<file path="src/design/clnw_pkg.sv">
// ----------------------------------------------------------------------------
// clnw_pkg
// Shared types and constants for the character display 4-bit write block.
// ----------------------------------------------------------------------------
`default_nettype none

package clnw_pkg;

  // Request kinds carried on in_tuser
  localparam logic [1:0] REQ_CMD    = 2'd0;
  localparam logic [1:0] REQ_DATA   = 2'd1;
  localparam logic [1:0] REQ_CURSOR = 2'd2;

  // Register index, taken from paddr bit 2
  localparam logic REG_PULSE_TICKS = 1'b0;
  localparam logic REG_ROW1_BASE   = 1'b1;

  localparam logic [7:0]  CMD_SET_ADDR = 8'h80;
  localparam logic [3:0]  NIBBLE_MASK  = 4'hf;
  localparam logic [15:0] PULSE_RESET  = 16'd50;
  localparam logic [6:0]  ROW1_RESET   = 7'h40;

  // Live configuration
  typedef struct packed {
    logic [15:0] pulse_ticks;
    logic [6:0]  row1_base;
  } cfg_t;

  // One byte ready for the bus
  typedef struct packed {
    logic        rs;
    logic [7:0]  byte_val;
    logic [15:0] hold;
  } byte_job_t;

endpackage

`default_nettype wire

</file>
<file path="src/design/clnw_cfg.sv">
// ----------------------------------------------------------------------------
// clnw_cfg
// APB-style register file: pulse_ticks and row1_base.
// ----------------------------------------------------------------------------
`default_nettype none

module clnw_cfg
  import clnw_pkg::*;
(
  input  wire logic        clk,
  input  wire logic        rst_n,
  input  wire logic        psel,
  input  wire logic        penable,
  input  wire logic        pwrite,
  input  wire logic [2:0]  paddr,
  input  wire logic [31:0] pwdata,
  output logic [31:0]      prdata,
  output logic             pready,
  output cfg_t             cfg
);

  logic [15:0] pulse_ticks_r;
  logic [6:0]  row1_base_r;
  logic        wr_en;

  assign pready = 1'b1;
  assign wr_en  = psel & penable & pwrite;

  always_ff @(posedge clk) begin
    if (!rst_n) begin
      pulse_ticks_r <= PULSE_RESET;
      row1_base_r   <= ROW1_RESET;
    end else if (wr_en) begin
      case (paddr[2])
        REG_PULSE_TICKS: pulse_ticks_r <= pwdata[15:0];
        REG_ROW1_BASE:   row1_base_r   <= pwdata[6:0];
        default: ;
      endcase
    end
  end

  always_comb begin
    case (paddr[2])
      REG_PULSE_TICKS: prdata = {16'd0, pulse_ticks_r};
      REG_ROW1_BASE:   prdata = {25'd0, row1_base_r};
      default:         prdata = 32'd0;
    endcase
  end

  assign cfg.pulse_ticks = pulse_ticks_r;
  assign cfg.row1_base   = row1_base_r;

endmodule

`default_nettype wire

</file>
<file path="src/design/clnw_encode.sv">
// ----------------------------------------------------------------------------
// clnw_encode
// Input register: turn a request into the byte, register select and hold.
// ----------------------------------------------------------------------------
`default_nettype none

module clnw_encode
  import clnw_pkg::*;
(
  input  wire logic       clk,
  input  wire logic       rst_n,
  input  cfg_t            cfg,
  input  wire logic       in_valid,
  output logic            in_ready,
  input  wire logic [1:0] req_type,
  input  wire logic [7:0] byte_value,
  input  wire logic       row,
  input  wire logic [5:0] col,
  output logic            job_valid,
  input  wire logic       job_ready,
  output byte_job_t       job
);

  logic      job_valid_r;
  logic      job_valid_nxt;
  byte_job_t job_r;
  byte_job_t job_nxt;
  logic      keep;
  logic [6:0] addr;

  assign in_ready = !job_valid_r || job_ready;

  always_comb begin
    addr             = (row ? cfg.row1_base : 7'd0) | {1'b0, col};
    keep             = 1'b1;
    job_nxt.hold     = (cfg.pulse_ticks == 16'd0) ? 16'd1 : cfg.pulse_ticks;
    job_nxt.rs       = 1'b0;
    job_nxt.byte_val = byte_value;
    case (req_type)
      REQ_CMD:    job_nxt.rs = 1'b0;
      REQ_DATA:   job_nxt.rs = 1'b1;
      REQ_CURSOR: job_nxt.byte_val = CMD_SET_ADDR | {1'b0, addr};
      default:    keep = 1'b0;  // drop the unused kind
    endcase
  end

  always_comb begin
    job_valid_nxt = job_valid_r;
    if (in_valid && in_ready) begin
      job_valid_nxt = keep;
    end else if (job_ready) begin
      job_valid_nxt = 1'b0;
    end
  end

  always_ff @(posedge clk) begin
    if (!rst_n) begin
      job_valid_r <= 1'b0;
    end else begin
      job_valid_r <= job_valid_nxt;
    end
  end

  always_ff @(posedge clk) begin
    if (in_valid && in_ready) begin
      job_r <= job_nxt;
    end
  end

  assign job_valid = job_valid_r;
  assign job       = job_r;

endmodule

`default_nettype wire

</file>
<file path="src/design/clnw_segment.sv">
// ----------------------------------------------------------------------------
// clnw_segment
// Result register: step one byte through its four enable segments.
// ----------------------------------------------------------------------------
`default_nettype none

module clnw_segment
  import clnw_pkg::*;
(
  input  wire logic  clk,
  input  wire logic  rst_n,
  input  wire logic  job_valid,
  output logic       job_ready,
  input  byte_job_t  job,
  output logic       out_valid,
  input  wire logic  out_ready,
  output logic       reg_select,
  output logic [3:0] bus_nibble,
  output logic       enable_level,
  output logic [15:0] hold_ticks,
  output logic       last_segment
);

  typedef enum logic [1:0] {
    SEG_HI_EN,
    SEG_HI_DIS,
    SEG_LO_EN,
    SEG_LO_DIS
  } seg_t;

  logic        valid_r;
  seg_t        seg_r;
  seg_t        seg_nxt;
  logic        rs_r;
  logic [7:0]  byte_r;
  logic [15:0] hold_r;
  logic        take;
  logic        step;

  // Load a new byte when empty or when the final segment leaves
  assign take      = !valid_r || (out_ready && seg_r == SEG_LO_DIS);
  assign step      = valid_r && out_ready && seg_r != SEG_LO_DIS;
  assign job_ready = take;
  assign seg_nxt   = seg_t'(seg_r + 2'd1);

  always_ff @(posedge clk) begin
    if (!rst_n) begin
      valid_r <= 1'b0;
      seg_r   <= SEG_HI_EN;
      rs_r    <= 1'b0;
      byte_r  <= 8'd0;
      hold_r  <= 16'd0;
    end else if (take) begin
      valid_r <= job_valid;
      seg_r   <= SEG_HI_EN;
      if (job_valid) begin
        rs_r   <= job.rs;
        byte_r <= job.byte_val;
        hold_r <= job.hold;
      end
    end else if (step) begin
      seg_r   <= seg_nxt;
    end
  end

  always_comb begin
    case (seg_r)
      SEG_HI_EN:  begin bus_nibble = byte_r[7:4];          enable_level = 1'b1; end
      SEG_HI_DIS: begin bus_nibble = byte_r[7:4];          enable_level = 1'b0; end
      SEG_LO_EN:  begin bus_nibble = byte_r[3:0] & NIBBLE_MASK; enable_level = 1'b1; end
      default:    begin bus_nibble = byte_r[3:0] & NIBBLE_MASK; enable_level = 1'b0; end
    endcase
  end

  assign out_valid    = valid_r;
  assign reg_select   = rs_r;
  assign hold_ticks   = hold_r;
  assign last_segment = (seg_r == SEG_LO_DIS);

endmodule

`default_nettype wire

</file>
<file path="src/design/char_lcd_nibble_writer_top.sv">
// ----------------------------------------------------------------------------
// char_lcd_nibble_writer_top
// 4-bit character display write sequencer: each request becomes four
// pin segments (high nibble E=1, E=0, low nibble E=1, E=0).
// ----------------------------------------------------------------------------
//
//  Channel  Direction  Carries
//  in_      slave      one request: kind, byte, row, column
//  out_     master     one pin segment: RS, DB7..DB4, E, hold ticks, last
//  cfg_     APB slave  pulse_ticks (addr 0x0), row1_base (addr 0x4)
//
// Each kept request yields four results, one per cycle while out_tready
// is high, paced by the segment stepper in the result register. A request
// is registered in the input stage, then loaded into the result register,
// whose output is the first segment. A request of the unused kind is taken
// and dropped. Reset is synchronous, active low, and empties both stages;
// the registers return to pulse_ticks 50 and row1_base 0x40. The input stage
// takes the next request while segments of the current byte still wait.
// ----------------------------------------------------------------------------
`default_nettype none

module char_lcd_nibble_writer_top
  import clnw_pkg::*;
(
  input  wire logic        clk,
  input  wire logic        rst_n,
  // request channel
  input  wire logic        in_tvalid,
  output logic             in_tready,
  input  wire logic [15:0] in_tdata,   // [7:0] byte_value, [8] row, [14:9] col, [15] zero
  input  wire logic [1:0]  in_tuser,   // [1:0] req_type
  // segment channel
  output logic             out_tvalid,
  input  wire logic        out_tready,
  output logic [23:0]      out_tdata,  // [3:0] bus_nibble, [4] enable_level,
                                       // [20:5] hold_ticks, [23:21] zero
  output logic             out_tuser,  // [0] reg_select
  output logic             out_tlast,  // last_segment
  // configuration
  input  wire logic        cfg_psel,
  input  wire logic        cfg_penable,
  input  wire logic        cfg_pwrite,
  input  wire logic [2:0]  cfg_paddr,
  input  wire logic [31:0] cfg_pwdata,
  output logic [31:0]      cfg_prdata,
  output logic             cfg_pready
);

  cfg_t        cfg;
  logic        job_valid;
  logic        job_ready;
  byte_job_t   job;
  logic [3:0]  bus_nibble;
  logic        enable_level;
  logic [15:0] hold_ticks;

  clnw_cfg u_cfg (
    .clk     (clk),
    .rst_n   (rst_n),
    .psel    (cfg_psel),
    .penable (cfg_penable),
    .pwrite  (cfg_pwrite),
    .paddr   (cfg_paddr),
    .pwdata  (cfg_pwdata),
    .prdata  (cfg_prdata),
    .pready  (cfg_pready),
    .cfg     (cfg)
  );

  // Input stage: resolve the byte to send and capture the hold time
  clnw_encode u_encode (
    .clk        (clk),
    .rst_n      (rst_n),
    .cfg        (cfg),
    .in_valid   (in_tvalid),
    .in_ready   (in_tready),
    .req_type   (in_tuser),
    .byte_value (in_tdata[7:0]),
    .row        (in_tdata[8]),
    .col        (in_tdata[14:9]),
    .job_valid  (job_valid),
    .job_ready  (job_ready),
    .job        (job)
  );

  // Result stage: walk the byte through its four segments
  clnw_segment u_segment (
    .clk          (clk),
    .rst_n        (rst_n),
    .job_valid    (job_valid),
    .job_ready    (job_ready),
    .job          (job),
    .out_valid    (out_tvalid),
    .out_ready    (out_tready),
    .reg_select   (out_tuser),
    .bus_nibble   (bus_nibble),
    .enable_level (enable_level),
    .hold_ticks   (hold_ticks),
    .last_segment (out_tlast)
  );

  assign out_tdata = {3'd0, hold_ticks, enable_level, bus_nibble};

endmodule

`default_nettype wire

</file>
<file path="config.mk">
export PLATFORM = sky130hd
export DESIGN_NAME = char_lcd_nibble_writer_top
export DESIGN_NICKNAME = d
export VERILOG_FILES = /design/src/design/clnw_pkg.sv /design/src/design/clnw_cfg.sv /design/src/design/clnw_encode.sv /design/src/design/clnw_segment.sv /design/src/design/char_lcd_nibble_writer_top.sv
export SDC_FILE = /design/constraint.sdc
export NUM_CORES = 1
export LEC_CHECK = 0
export BUFFER_PORTS_ARGS = -buffer_cell sky130_fd_sc_hd__buf_2
export CAP_MARGIN = 30
export CORE_MARGIN = 1.5
export CORE_UTILIZATION = 53
export DETAILED_ROUTE_END_ITERATION = 7
export GPL_TIMING_DRIVEN = 1
export PLACE_DENSITY = 0.84
export SLEW_MARGIN = 15
export SYNTH_ARGS = -nofsm -noshare
export SYNTH_HDL_FRONTEND = slang
export SYNTH_SLANG_ARGS = --single-unit
</file>
<file path="constraint.sdc">
create_clock -name clk -period 4.6 [get_ports clk]
set_clock_uncertainty 0.15 [all_clocks]
set_input_delay 0.46 -clock clk [delete_from_list [all_inputs] [get_ports clk]]
set_output_delay 0.46 -clock clk [all_outputs]
set_load 0.005 [all_outputs]
</file>
After elaboration in Yosys (flattened, before gate mapping)
Cells that the tools add are included.
{"block": "totals", "register_bits": 77, "output_inout_bits": 61, "word_cells": 52}
{"block": "op_classes", "n_addsub": 1, "eq_ne": 6, "n_mux": 9, "bitwise_logic": 5, "reduce_logical": 19}
{"op": "one-hot mux 32 bit (2 select lines)", "count": 1}
{"op": "zero test 16 bit", "count": 1}
{"op": "two-way mux 7 bit", "count": 2}
{"op": "bitwise OR 7 x 6 -> 7 bit", "count": 1}
{"op": "equality test 2 bit, second input constant", "count": 3}
{"op": "AND reduction 2 bit", "count": 3}
{"op": "OR reduction 2 bit", "count": 3}
{"op": "two-way mux 1 bit", "count": 5}
{"op": "equality test 2 x 1 -> 1 bit, second input constant", "count": 2}
{"op": "logical AND 1 bit", "count": 4}
{"op": "zero test 2 bit", "count": 2}
{"op": "two-way mux 4 bit", "count": 1}
{"op": "OR reduction 3 bit", "count": 1}
{"op": "adder 2 x 1 -> 2 bit, second input constant", "count": 1}
{"op": "bitwise AND 1 bit", "count": 2}
{"op": "zero test 1 bit", "count": 2}
{"op": "logical OR 1 bit", "count": 2}
{"op": "!= test 2 bit, second input constant", "count": 1}
{"op": "inverter 1 bit", "count": 2}
{"op": "nonzero test 2 bit", "count": 1}

Longest topological paths before layout
{"block": "logic_depth", "ltp_word": 6, "mapped_depth": 6, "ltp_nobuf": 5}

Cells and area by module
A second synthesis with hierarchy kept.
{"block": "hier_totals", "cells_unflattened": 350, "area_unflattened_um2": 3578.4}
{"mod": "clnw_segment", "instances": 1, "cells_each": 135, "area_per_inst_um2": 1256.2, "seq_area_each_um2": 560.5}
{"mod": "clnw_cfg", "instances": 1, "cells_each": 135, "area_per_inst_um2": 1229.9, "seq_area_each_um2": 460.4}
{"mod": "clnw_encode", "instances": 1, "cells_each": 75, "area_per_inst_um2": 1058.5, "seq_area_each_um2": 770.7}
{"mod": "char_lcd_nibble_writer_top", "instances": 1, "cells_each": 5, "area_per_inst_um2": 33.8, "seq_area_each_um2": 0.0}

Worst setup path before layout
OpenSTA, ideal clock, no wires.
{"block": "synth_path", "path_kind": "reg2reg", "start": "register u_segment.seg_r[0]", "end": "register u_encode.job_r (netlist bit u_encode.job[0]) (enable)", "setup_ps": 384, "arrival_ps": 1423, "slack_ps": 2643, "path_stages_with_launch": 5, "n_path_buf": 0, "synth_period_minus_slack_ps": 1957, "cell_sequence": "dfxtp_1 -> ha_1 -> a21boi_2 -> nand2_1 -> and2_1"}
{"block": "synth_between", "elab_chain_len": 5}
{"item": "start: declaration", "line_no": "clnw_segment.sv:32", "rtl": "seg_t seg_r;"}
{"item": "start signal: assignment", "line_no": "clnw_segment.sv:62", "rtl": "seg_r <= seg_nxt;"}
{"item": "equality test 2 bit"}
{"item": "net out_tlast", "line_no": "char_lcd_nibble_writer_top.sv:38", "rtl": "output logic out_tlast,"}
{"item": "logical AND 1 bit", "line_no": "clnw_segment.sv:41", "rtl": "assign take = !valid_r || (out_ready && seg_r == SEG_LO_DIS);"}
{"item": "logical OR 1 bit", "line_no": "clnw_segment.sv:41"}
{"item": "logical OR 1 bit", "line_no": "clnw_encode.sv:31", "rtl": "assign in_ready = !job_valid_r || job_ready;"}
{"item": "net in_tready", "line_no": "char_lcd_nibble_writer_top.sv:29", "rtl": "output logic in_tready,"}
{"item": "logical AND 1 bit", "line_no": "clnw_encode.sv:65", "rtl": "if (in_valid && in_ready) begin"}
{"item": "end signal: assignment", "line_no": "clnw_encode.sv:66", "rtl": "job_r <= job_nxt;"}
{"item": "end: declaration", "line_no": "clnw_encode.sv:26", "rtl": "byte_job_t job_r;"}
The timed path passes the listed nets, and every way through them passes these cells.
A chain may end at the register's enable or synchronous reset.

Worst setup path in the final report
{"block": "layout_path", "start": "register u_segment.seg_r[0]", "end": "output out_tdata[2]"}
{"block": "layout_between", "elab_chain_len": 3, "word_cells_on_any_way": 4}
{"item": "equality test 2 x 1 -> 1 bit or zero test 2 bit (tied branches)", "line_no": "clnw_segment.sv:67", "rtl": "case (seg_r)"}
{"item": "OR reduction 2 bit (no source line) *"}
{"item": "two-way mux 4 bit *", "line_no": "clnw_segment.sv:67"}
{"item": "end: declaration", "line_no": "char_lcd_nibble_writer_top.sv:35", "rtl": "output logic [23:0] out_tdata,"}
Mark *: on every way between the ends. The rest lies on a longest branch, timed or not.

==> flow_summary.json <==
{
  "cts-root-buf": "clkbuf_8",
  "tns_ps": 0,
  "period_minus_slack_ps": 2447,
  "clkPwrFrac_pct": 36.4,
  "path_delay_family": "multiplexers",
  "num_rows": 29,
  "clk_latency_ps": 340,
  "pwr-share-seq_pct": 54.8,
  "arrival_ps": 1840,
  "drt-total-wl_mm": 6.572,
  "route.detailed.drc": 0,
  "max_stage_delay_ps": 380,
  "postCtsSetupBuffers": 0,
  "synth_warnings": 0,
  "ys_seq_area_share_pct": 52.53,
  "layout-drive-gt1-share_pct": 27.83,
  "cts.sinks": 77,
  "antennaDiodeCount": 0,
  "leakagePower_nw": 1.710,
  "finalSetupViolations": 0,
  "crit_chain": "inv_1, ha_1, nor2_1, mux2_2, buf_2",
  "swShare_pct": 23.89,
  "grt_max_degree": 58,
  "cp_num_cells": 5,
  "wl_met3_um": 402,
  "io_buffers": 81,
  "vias": 2444,
  "cp_max_fo": 4,
  "routed.top_layer": "met4",
  "syn_to_final_growth_pct": 12.69,
  "ys_ff_latch": 77,
  "drt-pass1-iter-count": 4,
  "synth_cell_types": 34,
  "cts_hold_buf": 0,
  "synthesis.area_um2": 3411,
  "startpoint_type": "flop",
  "syn_avg_cell_area_um2": 9.886,
  "cts_buffers": 9,
  "slew_headroom_pct": 38.92,
  "clockBufferDepth": 2,
  "nFillCells": 569,
  "worstMarginPinSlew_ps": 914.2,
  "wl_met1_mm": 2.931,
  "cp_data_required_time_ps": 3990,
  "start_util_pct": 54.34,
  "hp-class": "input port to flop",
  "vdd_ir_drop_max_v": 0.0002118,
  "intPower_mw": 1.032,
  "cts-resized-gates": 0,
  "drt_iter0_markers": 126,
  "maxCapViolations": 0,
  "wl_per_cell_um": 13.61,
  "path_clk_slew_ps": 80,
  "finalMaxSlewViolations": 0,
  "power_switching_uw": 324.0,
  "wl_met2_mm": 3.150,
  "status": "complete, no violations",
  "fin_crit_sh_pct": 53.19,
  "layout_commonest_cell": "nand2_1",
  "gp_congestion": 0.8147,
  "ff2ff_path_depth": 4,
  "grt_use_total_pct": 19.67,
  "cts_tree": "yes",
  "syn_inst": 345,
  "slowest_stage": "mux2_2",
  "grt_remaining_overflow": 0,
  "vias_per_cell": 5.060,
  "final_cell_mix": "nand2_1, buf_2, dfxtp_1",
  "final_nets": 465,
  "ctsHtreeMaxLevel": 3,
  "worst-setup-path-type": "flop to output pin",
  "fin_ws_ps": 2153,
  "core_um2": 6277,
  "die_area_um2": 6926,
  "final_hold_viol_count": 0,
  "place_hpwl_mm": 4.657,
  "combinationalPowerShare_pct": 8.8,
  "final_area_um2": 3844,
  "grt_pass1_wl_mm": 10.78,
  "max_freq_ghz": 0.4087,
  "dieHeight_um": 83.22,
  "ios": 121,
  "path_buf_inv": 2,
  "ant_nets": 0,
  "die_x_um": 83.22,
  "antenna_found_initial": 0,
  "powerDensity_nw_per_um2": 352.8,
  "placed_area_um2": 3654,
  "holdPathStages": 3,
  "rsz0062_at_grt": "false",
  "place_ws_ps": 2479,
  "grt_pass1_vias": 2245,
  "critPathCaptureType": "output pin"
}
[state kept, by name (all words and copies together), names as in the netlist]
signal                flops
u_encode.job_valid        1
u_segment.hold_ticks     16
u_segment.reg_select      1
u_segment.seg_r           2
u_cfg.pulse_ticks_r      16
u_encode.job             25
u_cfg.row1_base_r         7
u_segment.byte_r          8
u_segment.out_valid       1
[synthesized netlist by cell type]
library cell  number  area share, %
or2_2              1           0.18
a21boi_2           1           0.33
ha_1               4            1.5
and2_1             1           0.18
mux2i_1           29            8.5
nor3_1             1           0.15
or3b_1             1           0.26
o22ai_1            1           0.18
buf_12             2            1.2
edfxtp_1          25             22
o21ai_1            3           0.44
o21a_1             1           0.22
dfxtp_1           52             31
inv_1              2           0.22
a21oi_1            6           0.88
nand4_1            1           0.18
buf_4             21            4.6
clkbuf_1          23            2.5
buf_6              4            1.3
nor2b_1           11            2.0
nand3_1           19            2.8
nand2_1           82            9.0
buf_2              4           0.59
mux2_2            11            3.6
a21boi_0           1           0.22
o21ai_0           24            3.5
nand2b_1           2           0.37
nor2_1             1           0.11
nor4_1             3           0.55
a41o_1             1           0.29
and3_1             2           0.37
nand4b_4           1           0.70
conb_1             2           0.22
buf_1              2           0.22
[path summary, 6_finish.rpt]
| check | startpoint | endpoint | slack [ps] |
|---|---|---|---|
| hold reg to reg | u_segment.hold_ticks[9] | u_segment.hold_ticks[9] | 310 |
| setup / recovery | u_segment.seg_r[0] | out_tdata[2] | 2150 |
| setup reg to reg | u_segment.seg_r[0] | u_segment.byte_r[1] | 2620 |
| hold / removal | cfg_pwdata[1] | u_cfg.pulse_ticks_r[1] | 200 |
[power groups by stage]
stage | Sequential, mW | Clock [mW] | Combinational [mW]
detailed placement | 0.759 | 0 | 0.119
global route | 0.747 | 0.529 | 0.133
floorplan | 0.757 | 0 | 0.0913
global placement | 0.758 | 0 | 0.114
finish | 0.743 | 0.494 | 0.119
CTS | 0.744 | 0.498 | 0.120
[stage by stage]
stage / power (mW) / hold WS (ps) / util [%] / cells
2_1_floorplan: 0.8479 / 281.3 / - / 363
3_3_place_gp: 0.8723 / 288.7 / 57.96 / 466
3_5_place_dp: 0.8786 / 298.6 / 58.20 / 467
4_1_cts: 1.362 / 193.0 / 61.23 / 483
5_1_grt: 1.409 / 208.7 / 61.23 / 483
6_report: 1.356 / 201.7 / 61.23 / 483
[worst min-delay path, stage by stage]
cell,delay (ps)
buf_2,90
mux2i_1,50
nand2_1,60
[area by class of cell]
cell class | instances | area, um2 | share of cell area [%]
inverter | 2 | 7.507 | 0.1953
tap | 77 | 96.34 | 2.507
multi-input combinational | 228 | 1330 | 34.60
clock inverter | 6 | 62.56 | 1.628
sequential | 77 | 1792 | 46.61
timing repair buffer | 83 | 427.9 | 11.13
clock buffer | 10 | 127.6 | 3.320
[layer usage]
layer / global-route usage [%] / vias to the layer above
met5: 0 / -
met4: 6.818 / 0
met3: 4.573 / 9
met2: 33.26 / 77
met1: 24.76 / 1139
li1: - / 1219
[kinds of logic (layout without fill, tap and decap cells)]
group                    Yosys count  count (layout)  synth area share, %
buffers and inverters             58             101                10.68
adder cells (fa/ha/maj)            4               4                1.467
AND/OR/NAND/NOR                  126             126                16.87
AO/OA/AOI/OAI                     38              38                6.090
other                              2              20               0.2202
multiplexers                      40              40                12.14
flip-flops                        77              77                52.53
(Power assumes the default switching activity.)
